<file path="src/rtl/gcsm_pkg.sv">
// Package for the ghost cell source mapper: wall kind codes, register
// indexes, grid limits, field widths and the shared structs.
// No dependencies.
`default_nettype none

package gcsm_pkg;

    localparam int unsigned PADDED_MAX   = 1024;
    localparam int unsigned GHOST_LAYERS = 2;
    localparam int unsigned COORD_W      = 10;
    localparam int unsigned CFG_IDX_W    = 3;
    localparam int unsigned IN_DATA_W    = 24;
    localparam int unsigned OUT_DATA_W   = 32;

    // Extent limits for the interior count on one axis
    localparam logic [COORD_W-1:0] EXTENT_MIN = COORD_W'(2);
    localparam logic [COORD_W-1:0] EXTENT_MAX = COORD_W'(PADDED_MAX - 2 * GHOST_LAYERS);
    localparam logic [COORD_W-1:0] EXTENT_RST = COORD_W'(64);

    typedef logic [COORD_W-1:0] coord_t;

    typedef enum logic [1:0] {
        KIND_OPEN     = 2'd0,
        KIND_CLOSED   = 2'd1,
        KIND_PERIODIC = 2'd2,
        KIND_FIXED    = 2'd3
    } wall_kind_t;

    typedef enum logic [CFG_IDX_W-1:0] {
        REG_WIDTH  = 3'd0,
        REG_HEIGHT = 3'd1,
        REG_LEFT   = 3'd2,
        REG_RIGHT  = 3'd3,
        REG_BOTTOM = 3'd4,
        REG_TOP    = 3'd5
    } cfg_reg_t;

    // Fixed wall codes on the output
    localparam logic [1:0] WALL_LEFT   = 2'd0;
    localparam logic [1:0] WALL_RIGHT  = 2'd1;
    localparam logic [1:0] WALL_BOTTOM = 2'd2;
    localparam logic [1:0] WALL_TOP    = 2'd3;

    // Live configuration, extents already clamped
    typedef struct packed {
        coord_t     width;
        coord_t     height;
        wall_kind_t left_kind;
        wall_kind_t right_kind;
        wall_kind_t bottom_kind;
        wall_kind_t top_kind;
        logic       config_error;
    } cfg_t;

    // Mapping of one coordinate on one axis
    typedef struct packed {
        coord_t src;
        logic   neg;
        logic   fixed;
        logic   high_wall;
        logic   ghost;
        logic   outside;
    } axis_map_t;

    function automatic coord_t clamp_extent(input coord_t n);
        coord_t r;
        if (n < EXTENT_MIN)
            r = EXTENT_MIN;
        else if (n > EXTENT_MAX)
            r = EXTENT_MAX;
        else
            r = n;
        return r;
    endfunction

endpackage

`default_nettype wire

</file>
<file path="src/rtl/ghost_cell_source_mapper_core.sv">
// Top level of the ghost cell source mapper: config registers, input beat
// register, per-axis mapping, corner composition and output register.
// Depends on gcsm_pkg, gcsm_cfg and gcsm_axis.
//
// Usage:
//   s_* channel: one beat per padded-grid cell coordinate.
//   m_* channel: one beat per input beat, in order, giving the source cell,
//     momentum negation flags, fixed-vector selection, ghost and config flags.
//   cfg_*: plain write port, one register per clock when cfg_we is high.
//     Write only while no beat is in flight.
// Path: an accepted beat goes into the input register, then through the
//   mapping logic into the output register, which drives m_tvalid and
//   m_tdata.
// Throughput: one beat per clock; both stages advance together whenever the
//   output register is empty or being drained.
// Stall: when m_tready is low the output beat holds; one more beat may sit
//   in the input register, after which s_tready drops.
// Reset: rst_n is asynchronous, active low. Both stages empty, extents 64,
//   all walls open.
`default_nettype none

module ghost_cell_source_mapper_core
(
    input  wire logic                              clk,
    input  wire logic                              rst_n,
    // input stream
    input  wire logic                              s_tvalid,
    output      logic                              s_tready,
    // [9:0] cell_x, [19:10] cell_y, [23:20] zero
    input  wire logic [gcsm_pkg::IN_DATA_W-1:0]    s_tdata,
    // output stream
    output      logic                              m_tvalid,
    input  wire logic                              m_tready,
    // [9:0] source_x, [19:10] source_y, [20] negate_x_momentum,
    // [21] negate_y_momentum, [22] take_fixed, [24:23] fixed_wall,
    // [25] is_ghost, [26] config_error, [31:27] zero
    output      logic [gcsm_pkg::OUT_DATA_W-1:0]   m_tdata,
    // configuration write port
    input  wire logic                              cfg_we,
    input  wire logic [gcsm_pkg::CFG_IDX_W-1:0]    cfg_index,
    input  wire logic [gcsm_pkg::COORD_W-1:0]      cfg_data
);

    gcsm_pkg::cfg_t      cfg;
    gcsm_pkg::axis_map_t map_x;
    gcsm_pkg::axis_map_t map_y;

    // Input stage
    logic             in_valid_reg;
    gcsm_pkg::coord_t in_x_reg;
    gcsm_pkg::coord_t in_y_reg;

    // Output stage
    logic                              out_valid_reg;
    logic [gcsm_pkg::OUT_DATA_W-1:0]   out_data_reg;
    logic [gcsm_pkg::OUT_DATA_W-1:0]   out_data_next;

    logic out_load;
    logic in_load;

    gcsm_cfg u_cfg
    (
        .clk       (clk),
        .rst_n     (rst_n),
        .cfg_we    (cfg_we),
        .cfg_index (cfg_index),
        .cfg_data  (cfg_data),
        .cfg       (cfg)
    );

    gcsm_axis u_axis_x
    (
        .coord   (in_x_reg),
        .extent  (cfg.width),
        .lo_kind (cfg.left_kind),
        .hi_kind (cfg.right_kind),
        .map     (map_x)
    );

    gcsm_axis u_axis_y
    (
        .coord   (in_y_reg),
        .extent  (cfg.height),
        .lo_kind (cfg.bottom_kind),
        .hi_kind (cfg.top_kind),
        .map     (map_y)
    );

    // Handshake: output register frees up when empty or drained this cycle
    assign out_load = in_valid_reg && (!out_valid_reg || m_tready);
    assign s_tready = !in_valid_reg || out_load;
    assign in_load  = s_tvalid && s_tready;

    // Corner composition: the y-wall pass runs after the x-wall pass, so a
    // fixed y wall overrides everything; otherwise y mapping applies and the
    // x wall's result (fixed or copied) is layered underneath.
    always_comb
    begin
        gcsm_pkg::coord_t sx;
        gcsm_pkg::coord_t sy;
        logic             negx;
        logic             negy;
        logic             fix;
        logic [1:0]       wall;
        logic             ghost;

        sx    = in_x_reg;
        sy    = in_y_reg;
        negx  = 1'b0;
        negy  = 1'b0;
        fix   = 1'b0;
        wall  = gcsm_pkg::WALL_LEFT;
        ghost = 1'b0;

        // cells past the padded grid pass through untouched
        if (!map_x.outside && !map_y.outside)
        begin
            ghost = map_x.ghost || map_y.ghost;
            if (map_y.fixed)
            begin
                fix  = 1'b1;
                wall = map_y.high_wall ? gcsm_pkg::WALL_TOP : gcsm_pkg::WALL_BOTTOM;
            end
            else
            begin
                sy   = map_y.src;
                negy = map_y.neg;
                if (map_x.fixed)
                begin
                    fix  = 1'b1;
                    wall = map_x.high_wall ? gcsm_pkg::WALL_RIGHT : gcsm_pkg::WALL_LEFT;
                end
                else
                begin
                    sx   = map_x.src;
                    negx = map_x.neg;
                end
            end
            if (fix)
            begin
                sx = '0;
                sy = '0;
            end
        end

        out_data_next = {5'b0, cfg.config_error, ghost, wall, fix, negy, negx, sy, sx};
    end

    always_ff @(posedge clk or negedge rst_n)
    begin
        if (!rst_n)
        begin
            in_valid_reg  <= 1'b0;
            out_valid_reg <= 1'b0;
        end
        else
        begin
            if (s_tready)
                in_valid_reg <= s_tvalid;
            if (out_load)
                out_valid_reg <= 1'b1;
            else if (m_tready)
                out_valid_reg <= 1'b0;
        end
    end

    // Payload registers, no reset
    always_ff @(posedge clk)
    begin
        if (in_load)
        begin
            in_x_reg <= s_tdata[gcsm_pkg::COORD_W-1:0];
            in_y_reg <= s_tdata[2*gcsm_pkg::COORD_W-1:gcsm_pkg::COORD_W];
        end
        if (out_load)
            out_data_reg <= out_data_next;
    end

    assign m_tvalid = out_valid_reg;
    assign m_tdata  = out_data_reg;

endmodule

`default_nettype wire

</file>
<file path="src/rtl/gcsm_cfg.sv">
// Configuration register file for the ghost cell source mapper.
// Extents are clamped on write. Depends on gcsm_pkg.
`default_nettype none

module gcsm_cfg
(
    input  wire logic                            clk,
    input  wire logic                            rst_n,
    input  wire logic                            cfg_we,
    input  wire logic [gcsm_pkg::CFG_IDX_W-1:0]  cfg_index,
    input  wire logic [gcsm_pkg::COORD_W-1:0]    cfg_data,
    output gcsm_pkg::cfg_t                       cfg
);

    gcsm_pkg::coord_t     width_reg;
    gcsm_pkg::coord_t     height_reg;
    gcsm_pkg::wall_kind_t left_reg;
    gcsm_pkg::wall_kind_t right_reg;
    gcsm_pkg::wall_kind_t bottom_reg;
    gcsm_pkg::wall_kind_t top_reg;

    always_ff @(posedge clk or negedge rst_n)
    begin
        if (!rst_n)
        begin
            width_reg  <= gcsm_pkg::EXTENT_RST;
            height_reg <= gcsm_pkg::EXTENT_RST;
            left_reg   <= gcsm_pkg::KIND_OPEN;
            right_reg  <= gcsm_pkg::KIND_OPEN;
            bottom_reg <= gcsm_pkg::KIND_OPEN;
            top_reg    <= gcsm_pkg::KIND_OPEN;
        end
        else if (cfg_we)
        begin
            unique case (cfg_index)
                gcsm_pkg::REG_WIDTH:  width_reg  <= gcsm_pkg::clamp_extent(cfg_data);
                gcsm_pkg::REG_HEIGHT: height_reg <= gcsm_pkg::clamp_extent(cfg_data);
                gcsm_pkg::REG_LEFT:   left_reg   <= gcsm_pkg::wall_kind_t'(cfg_data[1:0]);
                gcsm_pkg::REG_RIGHT:  right_reg  <= gcsm_pkg::wall_kind_t'(cfg_data[1:0]);
                gcsm_pkg::REG_BOTTOM: bottom_reg <= gcsm_pkg::wall_kind_t'(cfg_data[1:0]);
                gcsm_pkg::REG_TOP:    top_reg    <= gcsm_pkg::wall_kind_t'(cfg_data[1:0]);
                default: ;  // unused indexes are dropped
            endcase
        end
    end

    always_comb
    begin
        cfg.width       = width_reg;
        cfg.height      = height_reg;
        cfg.left_kind   = left_reg;
        cfg.right_kind  = right_reg;
        cfg.bottom_kind = bottom_reg;
        cfg.top_kind    = top_reg;
        // periodic on one side of an axis only
        cfg.config_error =
            ((left_reg == gcsm_pkg::KIND_PERIODIC) != (right_reg == gcsm_pkg::KIND_PERIODIC)) ||
            ((bottom_reg == gcsm_pkg::KIND_PERIODIC) != (top_reg == gcsm_pkg::KIND_PERIODIC));
    end

endmodule

`default_nettype wire

</file>
<file path="src/rtl/gcsm_axis.sv">
// Single-axis ghost mapping: classifies a padded coordinate and picks its
// source per wall kind. Pure combinational. Depends on gcsm_pkg.
`default_nettype none

module gcsm_axis
(
    input  wire gcsm_pkg::coord_t      coord,
    input  wire gcsm_pkg::coord_t      extent,
    input  wire gcsm_pkg::wall_kind_t  lo_kind,
    input  wire gcsm_pkg::wall_kind_t  hi_kind,
    output gcsm_pkg::axis_map_t        map
);

    localparam int unsigned EW = gcsm_pkg::COORD_W + 1;

    logic [EW-1:0] c_ext;
    logic [EW-1:0] n_p1;
    logic [EW-1:0] n_p2;
    logic [EW-1:0] n_p3;
    logic [EW-1:0] hi_off;
    logic          layer;     // 0 = inner ghost, next to the interior
    logic          is_low;
    logic          is_high;

    assign c_ext   = {1'b0, coord};
    assign n_p1    = {1'b0, extent} + EW'(1);
    assign n_p2    = {1'b0, extent} + EW'(2);
    assign n_p3    = {1'b0, extent} + EW'(3);
    assign hi_off  = c_ext - n_p2;
    assign is_low  = (coord < gcsm_pkg::COORD_W'(2));
    assign is_high = (c_ext >= n_p2);
    assign layer   = is_low ? ~coord[0] : hi_off[0];

    always_comb
    begin
        map.src       = coord;
        map.neg       = 1'b0;
        map.fixed     = 1'b0;
        map.high_wall = 1'b0;
        map.ghost     = 1'b0;
        map.outside   = 1'b0;
        if (c_ext > n_p3)
        begin
            map.outside = 1'b1;
        end
        else if (is_low)
        begin
            map.ghost = 1'b1;
            case (lo_kind)
                gcsm_pkg::KIND_OPEN:     map.src = gcsm_pkg::COORD_W'(2);
                gcsm_pkg::KIND_CLOSED:
                begin
                    map.src = gcsm_pkg::COORD_W'(2) + gcsm_pkg::COORD_W'(layer);
                    map.neg = 1'b1;
                end
                gcsm_pkg::KIND_PERIODIC: map.src = n_p1[EW-2:0] - gcsm_pkg::COORD_W'(layer);
                default:                 map.fixed = 1'b1;
            endcase
        end
        else if (is_high)
        begin
            map.ghost     = 1'b1;
            map.high_wall = 1'b1;
            case (hi_kind)
                gcsm_pkg::KIND_OPEN:     map.src = n_p1[EW-2:0];
                gcsm_pkg::KIND_CLOSED:
                begin
                    map.src = n_p1[EW-2:0] - gcsm_pkg::COORD_W'(layer);
                    map.neg = 1'b1;
                end
                gcsm_pkg::KIND_PERIODIC: map.src = gcsm_pkg::COORD_W'(2) + gcsm_pkg::COORD_W'(layer);
                default:                 map.fixed = 1'b1;
            endcase
        end
    end

endmodule

`default_nettype wire

</file>
<file path="config.mk">
export PLATFORM = sky130hd
export DESIGN_NAME = ghost_cell_source_mapper_core
export DESIGN_NICKNAME = d
export VERILOG_FILES = /design/src/rtl/gcsm_pkg.sv /design/src/rtl/ghost_cell_source_mapper_core.sv /design/src/rtl/gcsm_cfg.sv /design/src/rtl/gcsm_axis.sv
export SDC_FILE = /design/constraint.sdc
export NUM_CORES = 1
export LEC_CHECK = 0
export BUFFER_PORTS_ARGS = -buffer_cell sky130_fd_sc_hd__buf_2
export CORE_ASPECT_RATIO = 0.7
export CORE_MARGIN = 3
export CORE_UTILIZATION = 25
export DETAILED_ROUTE_END_ITERATION = 12
export PLACE_DENSITY = 0.38
export SKIP_CTS_REPAIR_TIMING = 1
export SLEW_MARGIN = 5
export SYNTH_ARGS = -nofsm -noshare
export SYNTH_HDL_FRONTEND = slang
export SYNTH_HIERARCHICAL = 1
export SYNTH_SLANG_ARGS = --single-unit
</file>
<file path="constraint.sdc">
create_clock -name clk -period 5.65 [get_ports clk]
set_input_delay 0.8475 -clock clk [delete_from_list [all_inputs] [get_ports clk]]
set_output_delay 0.8475 -clock clk [all_outputs]
set_load 0.02 [all_outputs]
</file>
==> flow_summary.yaml <==
timing:
  period_share_pct: 77.8
  fin_ws_ns: 1.25
  setup_violations: 0
  max_freq_mhz: 228
  finalCriticalPeriod_ns: 4.40
  finalSetupTns_ns: 0
  hold_violations: 0
  rsz0062_at_grt: "no"
  fin_skew_ns: 0.00622
  maxSlewHeadroom_pct: 45.3
  drv_slew: 0
  whs_ns: 0.505
  tightest_slew_ns: 0.818
logic_synthesis:
  synth.top_cells.by_area: "edfxtp_1 22%, dfrtp_1 11%, ha_1 10%"
  yosysWarningCount: 6
  synth-xor-area-share_pct: 8.59
  synthSimpleGateAreaFrac_pct: 20.1
  synth_top_family_by_area: "simple AND/OR/NAND/NOR gates"
  synth-seq-cells: 77
  synth_cell_type_count: 90
  synthMuxAreaShare_pct: 5.01
  syn_area_mm2: 0.00639
  synth_top_area_share_pct: 22.1
  yosys.area.top_type: "edfxtp_1"
  synth_edf_count: 47
  synth_compound_area_share_pct: 16.8
  ys.flop_type: "edfxtp_1"
  ys_async_sr_fraction_pct: 39.0
  ys_seq_area_share_pct: 33.9
  synth_area_per_cell_um2: 9.79
  synth_adder_area_share_pct: 10.2
  postSynthCellCount: 653
routing:
  post_drt_wl_per_cell_um: 19.2
  avgViaCountPerCell: 5.08
  wl_met2_um: 7550
  drtPass1Iterations: 5
  route.detailed.drc: 0
  drt_wl_total_um: 19800
  ant_nets: 0
  wl_met3_um: 1170
  routed.top_layer: "met5"
  num_vias: 5250
  met1_length_um: 10800
  drt_iter0_drc: 507
place:
  gp_congestion: 0.867
  portBuffers: 66
  place_ws_ns: 1.30
  hpwl_um: 15300
clock_network:
  clock_sinks: 77
  clkLatencyLatePin_ns: 0.35
  cts_buffers: 9
  cts.clk_slew.worst_paths_ns: 0.06
  cts_max_level: 3
  cts_tree: "yes"
  cts_root_buffer: "clkbuf_16"
  cts_buffer_depth: 2
critical_path:
  worstSetupPathType: "flip-flop to flip-flop"
  crit_fanout: 14
  cp_slowest_cell: "dfrtp_1"
  cp-end-kind: "flip-flop"
  cpPeakStageDelay_ns: 0.64
  path_cells: "nand4_1 > or2_2 > nor2_1 > xnor2_1 > ha_1 > a21o_1 > a21oi_1 > a2bb2oi_1 > nand2_1 > nor3b_1 > inv_1 > a221o_1 > a22o_1"
  critPathBufInv: 1
  start_kind: "flip-flop"
  cp.arrival_ns: 4.50
  required_ns: 5.76
  crit_family: "simple AND/OR/NAND/NOR gates"
global_route:
  grt_pass1_vias: 5120
  antenna_found_initial: 1
  overflow: 0
  grt_usage_pct: 14.7
  grt_pass1_wl_um: 31100
  grt_max_degree: 31
power:
  power_uw: 2730
  peakVddDrop_mv: 0.143
  power.leakage_uw: 0.00279
  pwr_density_cell_mw_per_mm2: 377
cells_and_area:
  nets: 798
  n_antenna_cell: 0
  drive_above_1_share_pct: 19.9
  largest_reg_flops: 27
  fillCellCount: 2607
  syn_to_final_growth_pct: 13.4
job:
  drv_cap: 0
die:
  die_height_um: 140
  fp.dieW_um: 197
  coreArea_mm2: 0.0249
  ios: 76
  start_util_pct: 25.7
  dieArea_mm2: 0.0276
  num_rows: 48
run_status:
  status: "finished clean"
min_path:
  worst_hold_path_type: "flip-flop to flip-flop"
[cell families after synthesis]
| logic type | after synthesis |
|---|---|
| xor+xnor | 58 |
| buf+inv | 57 |
| mux | 27 |
| compound gates | 151 |
| other cells | 1 |
| simple gates | 230 |
| flops | 77 |
| fa+ha+maj | 52 |
[final timing paths]
kind / slack, ns / start / to / depth (start not counted)
worst max register to register: 1.25 / u_cfg/height_reg[3] / m_tdata[17] / 13
max in group asynchronous: 4.63 / rst_n / u_cfg/height_reg[3] / 1
worst min-delay path: 0.50 / in_valid_reg / m_tvalid / 1
worst min register to register: 0.50 / in_valid_reg / m_tvalid / 1
worst max-delay path: 1.25 / u_cfg/height_reg[3] / m_tdata[17] / 13
min in group asynchronous: 0.54 / rst_n / in_valid_reg / 1
[stage by stage]
stage / cells / utilization (%) / area [um^2]
6_report: 1034 / 29.1 / 7250
5_1_grt: 1034 / 29.1 / 7250
4_1_cts: 1034 / 29.1 / 7250
3_5_place_dp: 1018 / 27.8 / 6930
3_3_place_gp: 1018 / 27.8 / 6930
2_1_floorplan: 657 / - / 6410
[routing by layer]
metal | global-route usage [%] | vias to the layer above
met1 | 23.4 | 2526
met3 | 3.24 | 19
li1 | - | 2538
met5 | 0 | -
met4 | 3.94 | 2
met2 | 19.3 | 165
[where the power goes]
part           total [uW]  switching, uW  leakage [uW]  internal [uW]
sequential            920            186      0.000812            734
clock                 647            248      0.000153            399
combinational        1170            683       0.00182            485
total                2730           1120       0.00279           1620
[layout make-up]
type | count | area (um^2) | share of cell area [%]
inverter | 23 | 86.3 | 1.19
timing repair buffer | 70 | 360 | 4.97
multi-input combinational | 523 | 3910 | 54.0
clock buffer | 12 | 246 | 3.40
sequential | 77 | 2160 | 29.9
clock inverter | 4 | 72.6 | 1.00
tap | 325 | 407 | 5.61
[synth_stat cells, drive strengths merged (4+ instances only)]
| cell type | n |
|---|---|
| ha | 52 |
| nor2 | 52 |
| edfxtp | 47 |
| nand2 | 45 |
| xnor2 | 32 |
| a21oi | 30 |
| o21ai | 30 |
| dfrtp | 28 |
| nand3 | 27 |
| xor2 | 26 |
| mux2 | 25 |
| inv | 23 |
| nor3 | 22 |
| nand4 | 21 |
| a22o | 20 |
| buf | 20 |
| clkbuf | 14 |
| a211oi | 9 |
| o211ai | 9 |
| or3 | 9 |
| nand2b | 8 |
| a21o | 7 |
| a31oi | 6 |
| nand3b | 6 |
| nor2b | 6 |
| and3 | 5 |
| nor4 | 5 |
| and2 | 4 |
| o22a | 4 |
| o31ai | 4 |
| or2 | 4 |
[cell usage in the layout (no fill, tap or decap), drive strengths merged, types with 6 or more instances in the layout]
cell type	synthesis	layout
a31oi	6	6
ha	52	52
nand3b	6	6
a211oi	9	9
nor2b	6	6
nand2	45	45
o211ai	9	9
nand2b	8	8
a22o	20	20
xnor2	32	32
inv	23	23
edfxtp	47	47
nand3	27	27
nor3	22	22
mux2	25	25
a21o	7	7
o21ai	30	30
nor2	52	52
a21oi	30	30
clkbuf	14	12
nand4	21	21
or3	9	9
buf	20	70
dfrtp	28	28
xor2	26	26
(Power assumes the default switching activity.)
